## src/design/cba_pkg.sv

```systemverilog
// Shared constants, types and codes of the contiguous block allocator.
package cba_pkg;

  localparam int NUM_BLOCKS  = 256;
  localparam int BLOCK_BYTES = 128;

  localparam int SIZE_W   = 16;
  localparam int ADDR_W   = 15;
  localparam int STATUS_W = 2;
  localparam int IDX_W    = $clog2(NUM_BLOCKS);
  localparam int RUN_W    = $clog2(NUM_BLOCKS + 1);

  typedef enum logic [STATUS_W-1:0] {
    ST_ALLOCATED   = 2'd0,
    ST_NO_SPACE    = 2'd1,
    ST_RELEASED    = 2'd2,
    ST_BAD_ADDRESS = 2'd3
  } status_t;

  typedef enum logic [2:0] {
    S_IDLE,
    S_SCAN,
    S_MARK,
    S_RCHK,
    S_CLEAR,
    S_RESP
  } state_t;

  // One block: used flag, run length held at the last block of an allocation
  typedef struct packed {
    logic             used;
    logic [RUN_W-1:0] run;
  } entry_t;

  typedef struct packed {
    logic             en;
    logic [IDX_W-1:0] addr;
    entry_t           data;
  } store_wr_t;

endpackage

```

## src/design/cba_store.sv

```systemverilog
// Block state memory: one entry per block, valid bits give the reset value.
module cba_store
  import cba_pkg::*;
(
  input  logic             clk,
  input  logic             rst,
  input  logic [IDX_W-1:0] rd_addr,
  input  store_wr_t        wr,
  output entry_t           rd_data
);

  entry_t                mem [NUM_BLOCKS];
  logic [NUM_BLOCKS-1:0] vld;
  entry_t                q;
  logic                  q_vld;

  always_ff @(posedge clk) begin
    if (wr.en) begin
      mem[wr.addr] <= wr.data;
    end
    q <= mem[rd_addr];
  end

  always_ff @(posedge clk) begin
    if (rst) begin
      vld   <= '0;
      q_vld <= 1'b0;
    end else begin
      if (wr.en) begin
        vld[wr.addr] <= 1'b1;
      end
      q_vld <= vld[rd_addr];
    end
  end

  // never-written entry reads as free with no run
  assign rd_data = q_vld ? q : '0;

endmodule

```

## config.mk

```make
export PLATFORM = sky130hd
export DESIGN_NAME = cba_store
export DESIGN_NICKNAME = d
export VERILOG_FILES = /design/src/design/cba_pkg.sv /design/src/design/cba_store.sv
export SDC_FILE = /design/constraint.sdc
export NUM_CORES = 2
export LEC_CHECK = 0
export BUFFER_PORTS_ARGS = -buffer_cell sky130_fd_sc_hd__buf_2
export CORE_ASPECT_RATIO = 1.4
export CORE_MARGIN = 2
export CORE_UTILIZATION = 49
export DETAILED_ROUTE_END_ITERATION = 10
export GPL_ROUTABILITY_DRIVEN = 0
export SLEW_MARGIN = 20
export SYNTH_ARGS = -nofsm -noshare
export SYNTH_HDL_FRONTEND = slang
export SYNTH_SLANG_ARGS = --single-unit
```

## constraint.sdc

```tcl
create_clock -name clk -period 3.1 [get_ports clk]
set_input_delay 0.155 -clock clk [delete_from_list [all_inputs] [get_ports clk]]
set_output_delay 0.155 -clock clk [all_outputs]
set_load 0.05 [all_outputs]
```

Word level (Yosys, flattened, before mapping)
Memories as Yosys holds them, arrays and structs flattened. A register that Yosys moved wholly into a read port is not among the register bits.
Cells that the tools add are included.
- order comparisons: 3
- mux-type cells: 7
- bitwise operators: 1
- reduce and logical (&&, ||, !) cells: 1
- operator list (operator ; number):
    $or 256x256->256 ; 1
    $lt 8x9->1 const B ; 2
    $mux 10 ; 1
    $bmux 1 s8 ; 1
    $demux 1 s8 ; 1
    $ge 8x1->1 const B ; 1
    $mux 1 ; 4
    $logic_and 1x1->1 ; 1
- register bits after elaboration: 257
- bits in writable memories: 2560
- input bits: 29
- output and inout port bits: 10
- word-level logic and storage cells: 15
- memories: 1
- memories (name ; depth ; bits a word ; read ports ; clocked after memory_dff ; wr ports ; line ; RTL):
    mem ; 256 ; 10 ; 1 ; 1 ; 1 ; cba_store.sv:12 ; entry_t mem [NUM_BLOCKS];

Longest topological paths before layout
- depth in word-level cells: 5
- mapped depth: 13
- depth with buffers taken out: 7

Worst setup path after synthesis
No wires, ideal clock.
- kind: input -> register
- start: in rd_addr[1]
- end: reg q[0] (netlist name)
- setup time: 134 ps
- arrival time: 2543 ps
- required time: 2966 ps
- path slack: 423 ps
- stages on the path: 8
- path buffers: 3
- cell sequence: clkbuf_1 clkbuf_1 clkbuf_1 mux4_2 mux4_2 a22oi_1 a21oi_1 or4_1
- RTL lines (what ; line ; RTL):
    start, declared ; cba_store.sv:7 ; input logic [IDX_W-1:0] rd_addr,

Worst setup path after layout
- start: reg vld[12]
- end: reg q_vld
- word-level cells in the longest chain between the ends: 2
- ends and longest elaborated chain (what ; line ; RTL):
    start, declared ; cba_store.sv:13 ; logic [NUM_BLOCKS-1:0] vld;
    start signal, assigned ; cba_store.sv:26 ; vld <= '0;
    start signal, assigned by index ; cba_store.sv:30 ; vld[wr.addr] <= 1'b1;
    $bmux 1 s8 ; cba_store.sv:32 ; q_vld <= vld[rd_addr];
    $mux 1 (not written as such) ; cba_store.sv:32 ;
    end signal, assigned ; cba_store.sv:32 ;
    end, declared ; cba_store.sv:15 ; logic q_vld;
No other way between the ends. The select of a mux whose other input is x is not followed.
A chain may end at the register's enable or synchronous reset.

==> results.tsv <==
metric	value	unit
status	finished clean	
rsz0062_at_grt	no	
cts_tree	done	
port_buffers	38	
timing.fmax	340	MHz
critPathKind	reg2reg	
pin_count	39	
syn_nets	5098	
ctsRootBufferMaster	clkbuf_16	
dr.pass1.iters	5	
drt-total-wl	276	mm
hpwl	180	mm
overflow	0	
whs	90.1	ps
nNetsFinal	5705	
worstMarginPinSlew	1160	ps
multiInputGateArea	24300	um^2
dr_total_vias	53311	
h-tree-depth	5	
relSlewSlack	22.3	%
hold_class	in2reg	
ys_ff_latch	2827	
postSynthAreaPerCell	21.3	um^2
gr-usage-met3	3.78	%
min_period	2940	ps
drive_gt1_share	32.2	%
grtUsageMet2	41.5	%
synth_xor_area_share	0	%
synth-simple-area-share	3.09	%
fin_skew	55.3	ps
cts.sinks	2827	
met1_usage	33.1	%
ant_nets	0	
p_total	78.1	mW
async_reset_ff_share	0	%
regArea	82200	um^2
grt-busiest-layer	met2	
path_max_fanout	2	
dieArea	224000	um^2
drv_slew	0	
first_global_vias	54528	
post_drt_wl_per_cell	31.5	um
irDropWorstVdd	0.449	mV
netlist_area	108000	um^2
cp-end-kind	flop	
hold_violations	0	
synth_compound_area_share	1.43	%
fillers	16069	
numCtsBuffers	273	
cap_violations	0	
synthMuxAreaShare	18.0	%
power.leakage	40.0	nW
cts.reportedPaths.clkPinSlew	70	ps
seq_area_frac_synth	76.2	%
final-setup-viol-count	0	
drt-vias-per-instance	6.08	
first_iter_violations	5379	
pre_cts_ws	-614	ps
areaGrowthSynthToFinish	15.7	%
grt_pass1_wl	399	mm
synth_edf_count	2560	
yosys_most_used_dff	edfxtp_1	
ys_types	48	
rows	203	
grt_max_degree	120	
synth_top_family_by_area	multiplexers	
synthAdderAreaFrac	0	%
cp.required	3830	ps
clock_latency	850	ps
core-area	219000	um^2
synthCells	5069	
start_util	49.3	%
clockBufferDepth	4	
post-cts-setup-buffer-count	0	
die_h	559	um
antenna_found_initial	16	
die_x	401	um
arrival	3670	ps
min_period_over_period	94.8	%
setup_slack	160	ps
power_density	626	nW/um^2
drc	0	
grt_util_all_layers	24.8	%
ys_warn_count	0	
start_kind	flop	
worst max-delay path: stages, from the launching register on:
cell and delay, ps:
dfxtp_1 310, mux4_2 450, nor2_1 270, o21ai_0 260
o32ai_1 480, buf_4 230, a21oi_1 80, o22a_1 190
dlygate4sd3_1 550
logic make-up after synthesis:
group / count (synthesis)
buf+inv: 304
simple gates: 837
mux: 888
flops: 2827
compound gates: 213
worst paths after layout:
kind                               from               endpoint  slack (ps)  depth (start not counted)
setup / recovery   vld[12]$_SDFFE_PP0P_       q_vld$_SDFF_PP0_         160                          8
setup reg to reg   vld[12]$_SDFFE_PP0P_       q_vld$_SDFF_PP0_         160                          8
hold reg to reg   vld[214]$_SDFFE_PP0P_  vld[214]$_SDFFE_PP0P_         470                          2
hold / removal                   wr[10]  mem[195][2]$_DFFE_PP_          90                          4
what timing repair did:
item / in CTS / in global routing
resized for setup: 1 / 0
setup endpoints to repair: 1 / 0
hold buffers: 16 / 0
hold endpoints to repair: 941 / 0
stage by stage:
step / util (%) / cells / TNS [ps] / instance area [um^2]
after floorplan: - / 5069 / 0 / 108000
after global placement: 53.0 / 8255 / -1020 / 116000
after detailed placement: 53.0 / 8255 / -1060 / 116000
after CTS: 57.0 / 8757 / 0 / 125000
after global routing: 57.0 / 8758 / 0 / 125000
final: 57.0 / 8762 / 0 / 125000
cells in the final DEF, fill, tap and decap left out, types with 5 or more instances in the layout:
| cell type | instances |
|---|---|
| dfxtp_1 | 267 |
| a21oi_1 | 55 |
| a22oi_1 | 79 |
| nor3_1 | 6 |
| buf_8 | 13 |
| nand4_1 | 8 |
| clkinv_2 | 42 |
| or4_1 | 10 |
| nor2_1 | 721 |
| bufinv_16 | 12 |
| buf_4 | 488 |
| clkbuf_8 | 31 |
| clkinv_1 | 31 |
| clkbuf_1 | 65 |
| o22ai_1 | 8 |
| nor2b_1 | 9 |
| mux2i_1 | 40 |
| o21ba_2 | 29 |
| and2_1 | 11 |
| nor2_2 | 5 |
| clkbuf_16 | 281 |
| inv_6 | 9 |
| diode_2 | 5 |
| dlygate4sd3_1 | 16 |
| o221ai_1 | 13 |
| clkinvlp_4 | 10 |
| o21ai_0 | 6 |
| buf_2 | 23 |
| mux4_2 | 844 |
| edfxtp_1 | 2560 |
| nand3_1 | 24 |
| nand2_1 | 29 |
| buf_12 | 90 |
synth_stat cells, types with 3 or more instances:
master | instances | area share (%)
o21ai_0 | 6 | 0.028
clkbuf_1 | 187 | 0.65
or4_1 | 10 | 0.070
buf_1 | 22 | 0.077
o21ba_2 | 29 | 0.27
o22ai_1 | 8 | 0.046
nand4_1 | 8 | 0.046
nor2_1 | 727 | 2.5
dfxtp_1 | 267 | 5.0
or2_2 | 3 | 0.017
mux4_2 | 844 | 18
nand3_1 | 24 | 0.11
o221ai_1 | 13 | 0.11
mux2i_1 | 40 | 0.37
a211oi_1 | 3 | 0.021
buf_6 | 5 | 0.052
nand2_1 | 29 | 0.10
inv_1 | 4 | 0.014
nand2b_1 | 3 | 0.017
a22oi_1 | 80 | 0.56
a21oi_1 | 55 | 0.26
nor3_1 | 6 | 0.028
a31oi_1 | 3 | 0.017
edfxtp_1 | 2560 | 71
mux2_2 | 4 | 0.042
buf_2 | 68 | 0.32
nor2b_1 | 10 | 0.058
and2_1 | 11 | 0.064
buf_4 | 16 | 0.11
routing by layer:
metal  vias up  share of wire, %
met1     28798                39
met4        10               4.0
met3       429               6.7
li1      22068                 -
met5         -             0.024
met2      2006                50
area by class of cell:
cell class	count	share of cell area, %
flip-flops and latches	2827	65.9
multi-input cells	1938	19.5
clock buffers	377	6.17
repair buffers	630	4.76
well taps	2870	2.88
clock inverters	109	0.736
inverters	6	0.0221
diodes	5	0.0100
registers in the layout, indices dropped and copies added, names as in the netlist:
signal	flops
q_vld	1
vld	256
q	10
mem	2560
where the power goes:
part           switching (mW)  internal (mW)  total (mW)
clock network            14.0           18.4        32.4
registers              0.0305           41.6        41.6
logic                    2.40           1.66        4.07
(Power assumes the default switching activity.)
